==> src/sv/dfx_pkg.sv <==
package dfx_pkg;

  localparam int CHANNELS_DEF = 8;

  localparam int BYTE_W = 8;

  // configuration register indexes
  localparam logic [7:0] CFG_ID_MIN  = 8'd0;
  localparam logic [7:0] CFG_ID_MAX  = 8'd1;
  localparam logic [7:0] CFG_MAX_LEN = 8'd2;

  localparam logic [7:0] ID_MIN_RST  = 8'd1;
  localparam logic [7:0] ID_MAX_RST  = 8'd6;
  localparam logic [7:0] MAX_LEN_RST = 8'd64;

  typedef enum logic [1:0] {
    PH_ID   = 2'd0,
    PH_LEN  = 2'd1,
    PH_DATA = 2'd2,
    PH_CHK  = 2'd3
  } phase_t;

  typedef enum logic [1:0] {
    ST_INCOMPLETE  = 2'd0,
    ST_OK          = 2'd1,
    ST_CSUM_ERR    = 2'd2,
    ST_BAD_CHANNEL = 2'd3
  } status_t;

  typedef struct packed {
    phase_t     phase;
    logic [7:0] held_id;
    logic [7:0] held_length;
    logic [7:0] payload_count;
    logic [7:0] running_xor;
  } chan_state_t;

  typedef struct packed {
    status_t    status;
    logic [7:0] frame_id;
    logic [7:0] frame_length;
    logic       payload_valid;
    logic [7:0] payload_byte;
    logic [7:0] payload_index;
  } result_t;

  typedef struct packed {
    logic [7:0] id_min;
    logic [7:0] id_max;
    logic [7:0] max_len;
  } cfg_t;

endpackage

==> src/sv/dfx_chan_state.sv <==
module dfx_chan_state #(
  parameter int CHANNELS = dfx_pkg::CHANNELS_DEF,
  parameter int CH_W     = (CHANNELS > 1) ? $clog2(CHANNELS) : 1
) (
  input  logic                clk,
  input  logic                rst,
  input  logic                rd_en,
  input  logic [CH_W-1:0]     rd_addr,
  input  logic                wr_en,
  input  logic [CH_W-1:0]     wr_addr,
  input  dfx_pkg::chan_state_t wr_data,
  output dfx_pkg::chan_state_t rd_data
);

  dfx_pkg::chan_state_t mem [CHANNELS];
  logic                 vld [CHANNELS];

  dfx_pkg::chan_state_t rd_q;
  dfx_pkg::chan_state_t byp_q;
  logic                 rd_vld_q;
  logic                 byp_hit_q;

  always_ff @(posedge clk) begin
    if (wr_en) begin
      mem[wr_addr] <= wr_data;
    end
  end

  always_ff @(posedge clk) begin
    if (rd_en) begin
      rd_q  <= mem[rd_addr];
      byp_q <= wr_data;
    end
  end

  // write landing on the same edge as the read: forward it
  always_ff @(posedge clk) begin
    if (rst) begin
      rd_vld_q  <= 1'b0;
      byp_hit_q <= 1'b0;
    end else if (rd_en) begin
      rd_vld_q  <= vld[rd_addr];
      byp_hit_q <= wr_en && (wr_addr == rd_addr);
    end
  end

  always_ff @(posedge clk) begin
    if (rst) begin
      for (int i = 0; i < CHANNELS; i++) begin
        vld[i] <= 1'b0;
      end
    end else if (wr_en) begin
      vld[wr_addr] <= 1'b1;
    end
  end

  always_comb begin
    if (byp_hit_q) begin
      rd_data = byp_q;
    end else if (rd_vld_q) begin
      rd_data = rd_q;
    end else begin
      rd_data = '0;
    end
  end

endmodule

==> src/sv/dfx_parse.sv <==
module dfx_parse (
  input  dfx_pkg::cfg_t        cfg,
  input  dfx_pkg::chan_state_t cur,
  input  logic [7:0]           data_byte,
  input  logic                 bad_channel,
  output dfx_pkg::chan_state_t nxt,
  output logic                 wr_en,
  output dfx_pkg::result_t     res
);

  logic [7:0] count_inc;

  assign count_inc = cur.payload_count + 8'd1;

  always_comb begin
    nxt   = cur;
    res   = '0;
    wr_en = !bad_channel;
    if (bad_channel) begin
      res.status = dfx_pkg::ST_BAD_CHANNEL;
    end else begin
      case (cur.phase)
        dfx_pkg::PH_ID: begin
          if (data_byte >= cfg.id_min && data_byte <= cfg.id_max) begin
            nxt.phase         = dfx_pkg::PH_LEN;
            nxt.held_id       = data_byte;
            nxt.held_length   = 8'd0;
            nxt.payload_count = 8'd0;
            nxt.running_xor   = data_byte;
          end else begin
            nxt = '0;
          end
        end
        dfx_pkg::PH_LEN: begin
          if (data_byte <= cfg.max_len) begin
            nxt.held_length   = data_byte;
            nxt.running_xor   = cur.running_xor ^ data_byte;
            nxt.payload_count = 8'd0;
            nxt.phase         = (data_byte == 8'd0) ? dfx_pkg::PH_CHK : dfx_pkg::PH_DATA;
          end else begin
            nxt = '0;
          end
        end
        dfx_pkg::PH_DATA: begin
          res.payload_valid = 1'b1;
          res.payload_byte  = data_byte;
          res.payload_index = cur.payload_count;
          nxt.running_xor   = cur.running_xor ^ data_byte;
          nxt.payload_count = count_inc;
          if (count_inc >= cur.held_length) begin
            nxt.phase = dfx_pkg::PH_CHK;
          end
        end
        dfx_pkg::PH_CHK: begin
          res.status       = (cur.running_xor == data_byte) ? dfx_pkg::ST_OK
                                                             : dfx_pkg::ST_CSUM_ERR;
          res.frame_id     = cur.held_id;
          res.frame_length = cur.held_length;
          nxt              = '0;
        end
        default: begin
          nxt = '0;
        end
      endcase
    end
  end

endmodule

==> src/sv/multichannel_frame_deframer_xor.sv <==
// Multichannel deframer for id / length / payload / XOR-checksum frames. Takes one
// byte beat per clock while s_tready is high (s_tuser = channel, s_tdata = byte)
// and returns exactly one result beat per input beat: an input register feeds
// combinational parse logic into the result register. Per-channel
// parser state lives in a CHANNELS-entry array read as the beat is accepted; a beat
// on the same channel as the one just ahead of it gets that beat's update forwarded,
// so back-to-back bytes on one channel run at full rate. Per-entry valid bits give
// the reset state at once, with no clearing pass. Configuration (cfg_index 0 id_min,
// 1 id_max, 2 max_payload_length; other indexes ignored) is taken every cycle and is
// meant to be written only while the block is idle.
module multichannel_frame_deframer_xor #(
  parameter int CHANNELS = dfx_pkg::CHANNELS_DEF
) (
  input  logic        clk,
  input  logic        rst,
  input  logic        s_tvalid,
  output logic        s_tready,
  input  logic [7:0]  s_tdata,   // [7:0] data_byte
  input  logic [7:0]  s_tuser,   // [7:0] channel
  output logic        m_tvalid,
  input  logic        m_tready,
  output logic [31:0] m_tdata,   // [7:0] frame_id, [15:8] frame_length,
                                 // [23:16] payload_byte, [31:24] payload_index
  output logic [2:0]  m_tuser,   // [1:0] status, [2] payload_valid
  input  logic        cfg_valid,
  output logic        cfg_ready,
  input  logic [7:0]  cfg_index,
  input  logic [7:0]  cfg_data
);

  localparam int CH_W = (CHANNELS > 1) ? $clog2(CHANNELS) : 1;

  dfx_pkg::cfg_t cfg;

  logic            s1_valid;
  logic            s1_bad;
  logic [CH_W-1:0] s1_ch;
  logic [7:0]      s1_byte;
  logic            s1_adv;
  logic            accept;
  logic            bad_in;

  dfx_pkg::chan_state_t cur_state;
  dfx_pkg::chan_state_t nxt_state;
  logic                 upd_en;
  dfx_pkg::result_t     res;
  dfx_pkg::result_t     res_q;

  assign cfg_ready = 1'b1;

  always_ff @(posedge clk) begin
    if (rst) begin
      cfg.id_min  <= dfx_pkg::ID_MIN_RST;
      cfg.id_max  <= dfx_pkg::ID_MAX_RST;
      cfg.max_len <= dfx_pkg::MAX_LEN_RST;
    end else if (cfg_valid && cfg_ready) begin
      case (cfg_index)
        dfx_pkg::CFG_ID_MIN:  cfg.id_min  <= cfg_data;
        dfx_pkg::CFG_ID_MAX:  cfg.id_max  <= cfg_data;
        dfx_pkg::CFG_MAX_LEN: cfg.max_len <= cfg_data;
        default: ;
      endcase
    end
  end

  assign s1_adv   = s1_valid && (!m_tvalid || m_tready);
  assign s_tready = !s1_valid || s1_adv;
  assign accept   = s_tvalid && s_tready;
  assign bad_in   = {1'b0, s_tuser} >= 9'(CHANNELS);

  always_ff @(posedge clk) begin
    if (rst) begin
      s1_valid <= 1'b0;
    end else if (s_tready) begin
      s1_valid <= s_tvalid;
    end
  end

  always_ff @(posedge clk) begin
    if (accept) begin
      s1_bad  <= bad_in;
      s1_ch   <= s_tuser[CH_W-1:0];
      s1_byte <= s_tdata;
    end
  end

  dfx_chan_state #(
    .CHANNELS (CHANNELS),
    .CH_W     (CH_W)
  ) u_state (
    .clk     (clk),
    .rst     (rst),
    .rd_en   (accept && !bad_in),
    .rd_addr (s_tuser[CH_W-1:0]),
    .wr_en   (s1_adv && upd_en),
    .wr_addr (s1_ch),
    .wr_data (nxt_state),
    .rd_data (cur_state)
  );

  dfx_parse u_parse (
    .cfg         (cfg),
    .cur         (cur_state),
    .data_byte   (s1_byte),
    .bad_channel (s1_bad),
    .nxt         (nxt_state),
    .wr_en       (upd_en),
    .res         (res)
  );

  always_ff @(posedge clk) begin
    if (rst) begin
      m_tvalid <= 1'b0;
    end else if (s1_adv) begin
      m_tvalid <= 1'b1;
    end else if (m_tready) begin
      m_tvalid <= 1'b0;
    end
  end

  always_ff @(posedge clk) begin
    if (s1_adv) begin
      res_q <= res;
    end
  end

  assign m_tdata = {res_q.payload_index, res_q.payload_byte,
                    res_q.frame_length, res_q.frame_id};
  assign m_tuser = {res_q.payload_valid, res_q.status};

  // an empty result register never blocks the input side
  assert property (@(posedge clk) disable iff (rst) !m_tvalid |-> s_tready)
    else $error("input stalled with empty result register");

  // a beat held in the input register stays put until it moves on
  assert property (@(posedge clk) disable iff (rst)
    (s1_valid && !s1_adv) |=> (s1_valid && $stable(s1_ch) && $stable(s1_byte)))
    else $error("input register lost a stalled beat");

  // bad-channel result carries nothing else
  assert property (@(posedge clk) disable iff (rst)
    (m_tvalid && m_tuser[1:0] == dfx_pkg::ST_BAD_CHANNEL) |-> (m_tdata == 32'd0 && !m_tuser[2]))
    else $error("bad-channel result with payload fields set");

  // payload beats never report a frame end
  assert property (@(posedge clk) disable iff (rst)
    (m_tvalid && m_tuser[2]) |-> (m_tuser[1:0] == dfx_pkg::ST_INCOMPLETE
                                  && m_tdata[15:0] == 16'd0))
    else $error("payload beat with frame status");

endmodule

==> config.mk <==
export PLATFORM = sky130hd
export DESIGN_NAME = multichannel_frame_deframer_xor
export DESIGN_NICKNAME = d
export VERILOG_FILES = /design/src/sv/dfx_pkg.sv /design/src/sv/dfx_chan_state.sv /design/src/sv/dfx_parse.sv /design/src/sv/multichannel_frame_deframer_xor.sv
export SDC_FILE = /design/constraint.sdc
export NUM_CORES = 1
export LEC_CHECK = 0
export ABC_CLOCK_PERIOD_IN_PS = 7600
export BUFFER_PORTS_ARGS = -buffer_cell sky130_fd_sc_hd__buf_2
export CAP_MARGIN = 10
export CORE_ASPECT_RATIO = 0.8
export CORE_MARGIN = 10
export CORE_UTILIZATION = 56
export DETAILED_ROUTE_END_ITERATION = 16
export GPL_ROUTABILITY_DRIVEN = 0
export PLACE_DENSITY = 0.74
export SYNTH_ARGS = -nofsm -noshare
export SYNTH_HDL_FRONTEND = slang
export SYNTH_SLANG_ARGS = --single-unit
==> constraint.sdc <==
create_clock -name clk -period 7.6 [get_ports clk]
set_input_delay 1.52 -clock clk [delete_from_list [all_inputs] [get_ports clk]]
set_output_delay 1.52 -clock clk [all_outputs]
set_load 0.02 [all_outputs]
Word level (Yosys, flattened, before mapping) --
Memory sizes are Yosys's and may differ from the RTL's. A register that Yosys moved wholly into a read port is not among the register bits. Cells that the tools add are included.
Operators by class: add/sub/neg operators 1, $lt $le $gt $ge 5, eq/ne operators 7, muxes and demuxes 26, bitwise operators 3, reduce and logical (&&, ||, !) cells 22
Operators with widths (count):
- two-way mux 34 bit | 3
- one-hot mux 16 bit (4 select lines) | 1
- one-hot mux 16 bit (3 select lines) | 1
- two-way mux 33 bit | 1
- two-way mux 24 bit | 1
- two-way mux 18 bit | 1
- two-way mux 17 bit | 1
- >= comparator 8 bit | 2
- <= comparator 8 bit | 2
- logical NOT 8 bit | 2
- two-way mux 1 bit | 11
- adder 8 x 1 -> 8 bit, second input constant | 1
- == test 8 x 1 -> 1 bit, second input constant | 1
- == test 8 x 2 -> 1 bit, second input constant | 1
- == test 8 bit | 1
- >= comparator 8 x 4 -> 1 bit, second input constant | 1
- two-way mux 8 bit | 1
- one-hot mux 2 bit (4 select lines) | 1
- XOR 8 bit | 1
- logical AND 1 bit | 6
- two-way mux 2 bit | 3
- AND reduction 2 bit | 3
- == test 2 bit, second input constant | 2
- logical NOT 1 bit | 4
- 9 further kinds | 12
Storage, ports and cells: register bits after elaboration 108, memory bits (writable) 280, input bits 37, memories kept 2
Memory list:
- u_state.mem | words 8, width 34, read ports 1, clocked after Yosys merged registers in 1, wr ports 1, RTL line dfx_chan_state.sv:15 | dfx_pkg::chan_state_t mem [CHANNELS];
- u_state.vld | words 8, width 1, read ports 1, clocked after Yosys merged registers in 1, wr ports 8, RTL line dfx_chan_state.sv:16 | logic vld [CHANNELS];

Logic depth before layout (Yosys ltp) --
Gate-level depths: netlist of the first run.
word-level depth 9, depth in mapped cells 16

Cells and area by module --
A second synthesis of the first run with hierarchy kept.
Unflattened totals: cell total of the unflattened synthesis 996, area total of the unflattened synthesis 17461.7 µm²
By module, submodules not included:
- dfx_chan_state | instances 1, cells an instance 556, area an instance 13071.3 µm², sequential area each 10410.0 µm²
- multichannel_frame_deframer_xor | instances 1, cells an instance 163, area an instance 2575.0 µm², sequential area each 1931.9 µm²
- dfx_parse | instances 1, cells an instance 277, area an instance 1815.5 µm², sequential area each 0.0 µm²

Least setup slack after synthesis of the first run --
No wires, ideal clock.
path kind input-to-reg, from in m_tready, to reg u_state.byp_hit_q, arrival time 5.778 ns, data required time 7.468 ns, path slack 1.690 ns, stages on the path 6, cells stage by stage nor2b_1 nand2_1 and2_1 nor2b_1 nand2b_1 a21oi_1
Between the ends: longest elaborated chain between the ends 5
RTL lines:
- from (decl) | RTL line multichannel_frame_deframer_xor.sv:21 | input logic m_tready,
- logical OR 1 bit | RTL line multichannel_frame_deframer_xor.sv:66 | assign s1_adv = s1_valid && (!m_tvalid || m_tready);
- logical AND 1 bit | RTL line multichannel_frame_deframer_xor.sv:66
- logical OR 1 bit | RTL line multichannel_frame_deframer_xor.sv:67 | assign s_tready = !s1_valid || s1_adv;
- named net s_tready | RTL line multichannel_frame_deframer_xor.sv:17 | output logic s_tready,
- logical AND 1 bit | RTL line multichannel_frame_deframer_xor.sv:68 | assign accept = s_tvalid && s_tready;
- named net accept | RTL line multichannel_frame_deframer_xor.sv:40 | logic accept;
- logical AND 1 bit | RTL line multichannel_frame_deframer_xor.sv:93 | .rd_en (accept && !bad_in),
- named net u_state.rd_en | RTL line dfx_chan_state.sv:7 | input logic rd_en,
- to (signal assigned) | RTL line dfx_chan_state.sv:43 | byp_hit_q <= wr_en && (wr_addr == rd_addr);
- to (decl) | RTL line dfx_chan_state.sv:21 | logic byp_hit_q;
The timed path passes the listed nets, and every way through them passes these cells. A chain may end at the register's enable or synchronous reset.

==> summary.txt, run 1 <==
Timing
  • Final min period: ~4100 ps
  • Max-slew violations: 0
  • Sum of negative setup slack: 0 ps
  • Worst slew pin tran: 1206 ps
  • Final Setup Violations: 0
  • Fin crit share: a little over half
  • Max_slew headroom: about 19%
  • Final Hold Fails: 0
  • Hold_ws: 471.9 ps
  • Max Clock Freq: roughly 250 MHz
  • RSZ-0062 raised after global routing: false
  • Worst Clk Skew: 16.56 ps

Worst setup path
  • Worst setup SP type: flop
  • Worst endpoint required time: about 8000 ps
  • Critical Path Max Stage Delay: roughly 830 ps
  • Crit-path max FO: 46
  • Slowest-stage cell, CP: nor2b_4
  • Crit path cell chain: buf_4, nor2b_4, a22o_1, ha_1, nand3b_1, xnor2_1, ha_1, a21o_1, a21o_1, a21oi_1, o21ai_0, a31oi_1, nand3_1
  • WS Path Type: reg2reg
  • Worst setup EP type: flop
  • Top Family by Delay on Critical Path: simple AND/OR/NAND/NOR gates
  • WP buf/inv: 1
  • Critical Path AT: 4270 ps

Yosys
  • Xor and xnor area share after synthesis: less than 1%
  • Count leader, synth: edfxtp_1
  • Synth warn: 0
  • Compound-Gate Fraction of Synth Area: between 4 and 5%
  • Asr flop ratio synth: 0%
  • Yosys top cell area share: 67.32%
  • Mapped Cells: 1003
  • Yosys top cell by area: edfxtp_1
  • Post-Synth Adder-Cell Area: ~2.4%
  • Mux contribution to synthesized area: 12.63%
  • Post-synthesis sequential element count: 423
  • Prevailing post-synth register cell: edfxtp_1
  • Library cells used by synthesis: 56
  • Post-synth EDFFs: 387
  • Main combinational cell family by area after synthesis: multiplexers
  • Top cells by area, synth: edfxtp_1, mux4_2, dfxtp_1
  • Syn Std Cell Area: 0.01726 sq mm
  • Synth cell count leaders: edfxtp_1, nor2_1, mux4_2
  • Register area share after synthesis: 71.49%
  • Net Count, Synth: 1073
  • Syn Area/Cell: 17.21 sq um
  • Post-synthesis simple-gate area fraction: under 10%

Routing
  • Pre-Repair DR Iteration Count: 8
  • Number of remaining DRC errors: 0
  • Iteration-0 DRC count of the detailed router: 982
  • DR vias/cell: between 6 and 7
  • Via count: 9295
  • Final WL: 37870 um
  • DR WL/cell: 24.75 um
  • Post-route ant nets: 0

Global routing
  • Pin count of the biggest net entering global routing: 73
  • Initial antenna violation count: 0
  • First-pass GRT wire length: between 50000 and 60000 um
  • Total track usage: 19.74%
  • Vias in the first global route: 9360
  • Gr ovfl total: 0

Final layout
  • Post-Route Utilization: 63.90%
  • Fillers: about 2100
  • # diodes: 0
  • Nets: 1155
  • P&R area growth vs syn: 12.45%
  • Share of cells above drive strength 1: 25.51%

Min path
  • Worst Hold Class: reg2reg

Run
  • Max Cap Violations: 0

Floorplan
  • I/O pins: 75
  • Core Rows: 57
  • Chip height: about 180 um
  • Placeable Area: around 0.030 sq mm
  • Die area: 0.03829 sq mm
  • Initial Utilization: 56.82%
  • Die width: 216.3 um

Pwr
  • Psw: between 0.9 and 1 mW
  • VDD IR-drop max: 0.0002028 V
  • Comb power frac: 3.3%
  • Clock power share: 42.1%
  • Pwr Total: 4.670 mW
  • Switching part of the total: 20.41%
  • Internal power: 3.717 mW
  • Sequential power share: between 50% and 60%
  • Leak Pwr: 6.793 nW
  • Power per cell area: 240.6 mW/mm^2

Clocking
  • CTS clock-pin slew for the worst setup and hold paths: 60 ps
  • H-tree depth: 2
  • Clock tree buffer depth: 3
  • # resized after CTS: 0
  • Clock Latency Late Sink: 540 ps
  • CTS Hold Bufs: 0
  • CTS tree: done
  • Number of setup buffers added after CTS: 0
  • Clock root cell: clkbuf_16
  • Sink Count: roughly 420
  • TritonCTS buffer count: 40

Outcome
  • Outcome: finished clean

Placed design
  • Hpwl dp: about 22000 um
  • PortBufs: 73
-- sequential cells by signal, indices dropped and copies added (netlist names), 3 cells and up --
| name | flops |
|---|---|
| u_state.byp_q | 34 |
| u_state.vld | 8 |
| m_tuser | 3 |
| u_state.mem | 272 |
| s1_byte | 8 |
| u_state.rd_q | 34 |
| m_tdata | 32 |
| cfg | 24 |
| s1_ch | 3 |
-- cell families after synthesis --
kind of cell,after synthesis
flip-flops,423
AND/OR/NAND/NOR,201
multiplexers,126
AO/OA/AOI/OAI,125
buffers and inverters,77
adder cells (fa/ha/maj),33
XOR/XNOR,17
other,1
-- power groups by stage --
stage / Combinational (mW) / Clock, mW / Sequential [mW]
after floorplan: 0.104 / 0 / 2.60
after global placement: 0.153 / 0 / 2.60
after detailed placement: 0.158 / 0 / 2.60
after CTS: 0.159 / 2.00 / 2.55
after global routing: 0.171 / 2.08 / 2.55
final: 0.156 / 1.97 / 2.55
-- placed cells by master (no fill, tap or decap), drive strengths merged, types with 4 or more instances in the layout --
cell and count:
nor2 72, buf 90, nand4 5, o21ba 4, o21ai 28, clkbuf 55
mux2 34, nand2 48, and3 5, nor2b 16, a211o 4, ha 33
or2 7, a22oi 30, a21o 6, nor3 6, mux2i 22, xor2 6
mux4 70, a21oi 24, inv 27, nand3 7, nor4 6, and2 12
nand2b 8, a22o 5, o22ai 4, dfxtp 36, xnor2 11, edfxtp 387
clkinv 14, o221ai 7
-- layer usage --
layer  share of wire [%]  GRT usage (%)
met5                   0              0
met4                 2.0          5.641
met2                  47          30.92
met1                  42          27.80
met3                 8.7          3.929
-- layout make-up --
| class | count | area, sq um | area share (%) |
|---|---|---|---|
| timing repair buffer | 90 | 495.5 | 2.552 |
| inverter | 27 | 101.3 | 0.5221 |
| sequential | 423 | 12340 | 63.58 |
| multi-input combinational | 503 | 4651 | 23.96 |
| clock buffer | 55 | 1130 | 5.820 |
| clock inverter | 19 | 175.2 | 0.9024 |
| tap | 413 | 516.7 | 2.662 |
-- per-stage QoR --
| stage | area (sq um) | cells | setup WS (ps) |
|---|---|---|---|
| detailed placement | 18090 | 1454 | 3351 |
| floorplan | 17260 | 1003 | 1690 |
| global route | 19410 | 1530 | 3250 |
| CTS | 19400 | 1528 | 3324 |
| finish | 19410 | 1530 | 3529 |
| global placement | 18090 | 1454 | 3411 |
-- path summary, 6_finish.rpt --
check	from	to	slack [ps]	cells past startpoint
max	u_state.byp_hit_q	u_state.mem[0][32]	3530	13
min	cfg[10]	cfg[10]	470	1
max reg2reg	u_state.byp_hit_q	u_state.mem[0][32]	3530	13
min reg2reg	cfg[10]	cfg[10]	470	1
-- worst reg2reg max path, cell delays in order, from the launching register on --
cell and delay (ps):
dfxtp_2 310, buf_4 310, nor2b_4 840, a22o_1 300, ha_1 240, nand3b_1 200, xnor2_1 190, ha_1 290
a21o_1 180, a21o_1 170, a21oi_1 140, o21ai_0 110, a31oi_1 170, nand3_1 280
Note: power is estimated with default switching activity, not from simulation.
==> run 2, diff against run 1 <==
--- a/config.mk
+++ b/config.mk
@@ -5,15 +5,15 @@
 export SDC_FILE = /design/constraint.sdc
 export NUM_CORES = 1
 export LEC_CHECK = 0
-export ABC_CLOCK_PERIOD_IN_PS = 7600
+export ABC_CLOCK_PERIOD_IN_PS = 3500
 export BUFFER_PORTS_ARGS = -buffer_cell sky130_fd_sc_hd__buf_2
 export CAP_MARGIN = 10
 export CORE_ASPECT_RATIO = 0.8
 export CORE_MARGIN = 10
-export CORE_UTILIZATION = 56
+export CORE_UTILIZATION = 55
 export DETAILED_ROUTE_END_ITERATION = 16
 export GPL_ROUTABILITY_DRIVEN = 0
-export PLACE_DENSITY = 0.74
+export PLACE_DENSITY = 0.75
 export SYNTH_ARGS = -nofsm -noshare
 export SYNTH_HDL_FRONTEND = slang
 export SYNTH_SLANG_ARGS = --single-unit
==> constraint.sdc (replaced) <==
create_clock -name clk -period 3.5 [get_ports clk]
set_input_delay 0.7 -clock clk [delete_from_list [all_inputs] [get_ports clk]]
set_output_delay 0.7 -clock clk [all_outputs]
set_load 0.02 [all_outputs]
==> run 2 against run 1 <==
Effect of this change:
- design area up 1.7%
- clock skew up 2.8 ps
- die area is 1.6% higher
- non-clock buffer count grew 28
- sequential cell count did not move
- setup slack got worse by 3300 ps
- maximum frequency increased by 26%
- via count up 1.4%
==> summary.txt, run 2 (synthesized netlist as in run 1, its figures left out) <==
Pwr
  • VDD IR-drop max: 0.0004231 V (+110%)
  • Leak Pwr: 6.954 nW (+2.4%)
  • Clock power share: 41.5% (-0.6 points)
  • Sequential power share: 54.7% (about the same)
  • Internal power: 8.015 mW (+120%)
  • Comb power frac: 3.8% (+0.5 points)
  • Psw: 2.061 mW (+120%)
  • Switching part of the total: 20.45% (+0.041 points)
  • Power per cell area: 510.1 mW/mm^2 (+110%)

Worst setup path
  • Worst endpoint required time: 3750 ps (-4050 ps)
  • RR Startpoint: s1_byte[4]
  • Critical Path Max Stage Delay: 700 ps (-130 ps)
  • Crit path cell chain: ha_1, nand4_1, mux2i_1, a21oi_1, nor4b_2, nor2_1, o221ai_1
  • R2R setup slack: 270 ps (-3260 ps)
  • WS Path Type: reg2reg
  • RR Endpoint: u_state.mem[0][4]
  • Crit-path max FO: 11 (-76%)
  • Top Family by Delay on Critical Path: simple AND/OR/NAND/NOR gates
  • Slowest-stage cell, CP: edfxtp_1
  • Worst setup SP type: flop
  • Worst reg-to-reg path cell count: 7 (-6)
  • Worst setup EP type: flop
  • WP buf/inv: 0 (-1)
  • Critical Path AT: 3480 ps (-790 ps)

Routing
  • Pre-Repair DR Iteration Count: 5 (-3)
  • DR WL/cell: 24.26 um (-2.0%)
  • Iteration-0 DRC count of the detailed router: 1141 (+16%)
  • Number of remaining DRC errors: 0 (unchanged)
  • Final WL: 37800 um (-0.21%)
  • Via count: 9424 (+1.4%)
  • DR vias/cell: 6.049 (-0.43%)
  • Post-route ant nets: 0 (unchanged)

Floorplan
  • I/O pins: 75 (unchanged)
  • Placeable Area: 0.03067 sq mm (+0.94%)
  • Chip height: 178.5 um (+0.80%)
  • Die width: 218.1 um (+0.82%)
  • Initial Utilization: 56.29% (-0.53 points)
  • Core Rows: 57 (unchanged)
  • Die area: 0.03892 sq mm (+1.6%)

Timing
  • Sum of negative setup slack: 0 ps (unchanged)
  • Final Hold Fails: 0 (unchanged)
  • Worst slew pin tran: 1198 ps (-8.115 ps)
  • Worst Clk Skew: 19.41 ps (+2.845 ps)
  • Max_slew headroom: 19.32% (+0.037 points)
  • Fin crit share: 92.36% (+39 points)
  • Final Setup Violations: 0 (unchanged)
  • RSZ-0062 raised after global routing: false
  • Max-slew violations: 0 (unchanged)
  • Hold_ws: 328.6 ps (-143.3 ps)
  • Final min period: 3233 ps (-838.5 ps)
  • Max Clock Freq: 309.3 MHz (+26%)

Final layout
  • Nets: 1183 (+2.4%)
  • Most frequent cells in the layout: edfxtp_1, buf_2, mux4_2
  • Share of cells above drive strength 1: 27.07% (+1.6 points)
  • # diodes: 0 (unchanged)
  • P&R area growth vs syn: 14.42%
  • Commonest non-fill, non-tap cell in the layout: edfxtp_1
  • Top flop regs: u_state.mem (272), u_state.byp_q (34), u_state.rd_q (34)
  • Max FFs per register: 272 (unchanged)
  • Most flops, register: u_state.mem
  • Fillers: 2135 (-0.047%)

Min path
  • Hold-critical path endpoint: s1_byte[0]
  • Hold Crit Depth: 1 (unchanged)
  • Worst hold start: s_tdata[0]
  • Worst Hold Class: in2reg

Clocking
  • CTS tree: done
  • Clock root cell: clkbuf_16
  • TritonCTS buffer count: 40 (unchanged)
  • Clock tree buffer depth: 3 (unchanged)
  • # resized after CTS: 0 (unchanged)
  • CTS Hold Bufs: 0 (unchanged)
  • Number of setup buffers added after CTS: 0 (unchanged)
  • CTS clock-pin slew for the worst setup and hold paths: 60 ps (about the same)
  • Clock Latency Late Sink: 550 ps (about the same)
  • Sink Count: 423 (unchanged)
  • H-tree depth: 2 (unchanged)

Placed design
  • PortBufs: 73 (unchanged)
  • Hpwl dp: 22730 um (+3.5%)

Global routing
  • Gr ovfl total: 0 (unchanged)
  • Vias in the first global route: 9353 (-0.075%)
  • Pin count of the biggest net entering global routing: 73 (unchanged)
  • First-pass GRT wire length: 57550 um (+0.63%)
  • Initial antenna violation count: 0 (unchanged)
  • Total track usage: 19.65% (-0.087 points)

Run
  • Max Cap Violations: 0 (unchanged)

Outcome
  • Outcome: finished clean
[run 2: worst max-delay path by stage]
stage	slack, ps	endpoint	cells past startpoint	startpoint
finish	270	u_state.mem[0][4]	7	s1_byte[4]
global route	50	u_state.mem[4][26]	8	s1_byte[4]
CTS	300	u_state.mem[4][28]	8	s1_byte[4]
detailed placement	360	u_state.mem[3][32]	13	u_state.byp_hit_q
global placement	430	u_state.mem[4][32]	13	u_state.byp_hit_q
floorplan	290	u_state.byp_q[32]	15	u_state.byp_hit_q
[run 2: layout make-up]
cell class                 count  area (sq um)  share of cell area, %
clock buffer                  47          1037                  5.251
clock inverter                27         231.5                  1.172
inverter                      27         101.3                 0.5131
multi-input combinational    503          4688                  23.74
sequential                   423         12340                  62.49
tap                          413         516.7                  2.616
timing repair buffer         118         833.3                  4.219
[run 2: per-layer routing]
layer  wire (um)  GRT usage [%]
met5           0              0
met4         863          5.920
met3        3380          3.877
met2       17200          29.82
met1       16350          28.39
[run 2: power by group through the flow]
stage	sequential, mW	combinational [mW]	clock, mW
floorplan	5.64	0.227	0
global placement	5.62	0.371	0
detailed placement	5.62	0.378	0
CTS	5.51	0.381	4.25
global route	5.51	0.410	4.47
finish	5.51	0.380	4.18
[run 2: per-stage QoR]
stage | utilization, % | power (mW) | cell area, sq um | cells | setup WS, ps
after floorplan | - | 5.864 | 17280 | 1003 | 289.8
after global placement | 60.19 | 5.991 | 18460 | 1484 | 428.8
after detailed placement | 60.19 | 5.998 | 18460 | 1484 | 363.8
after CTS | 64.32 | 10.15 | 19730 | 1558 | 303.9
after global routing | 64.41 | 10.39 | 19750 | 1558 | 54.24
final | 64.41 | 10.08 | 19750 | 1558 | 267.4
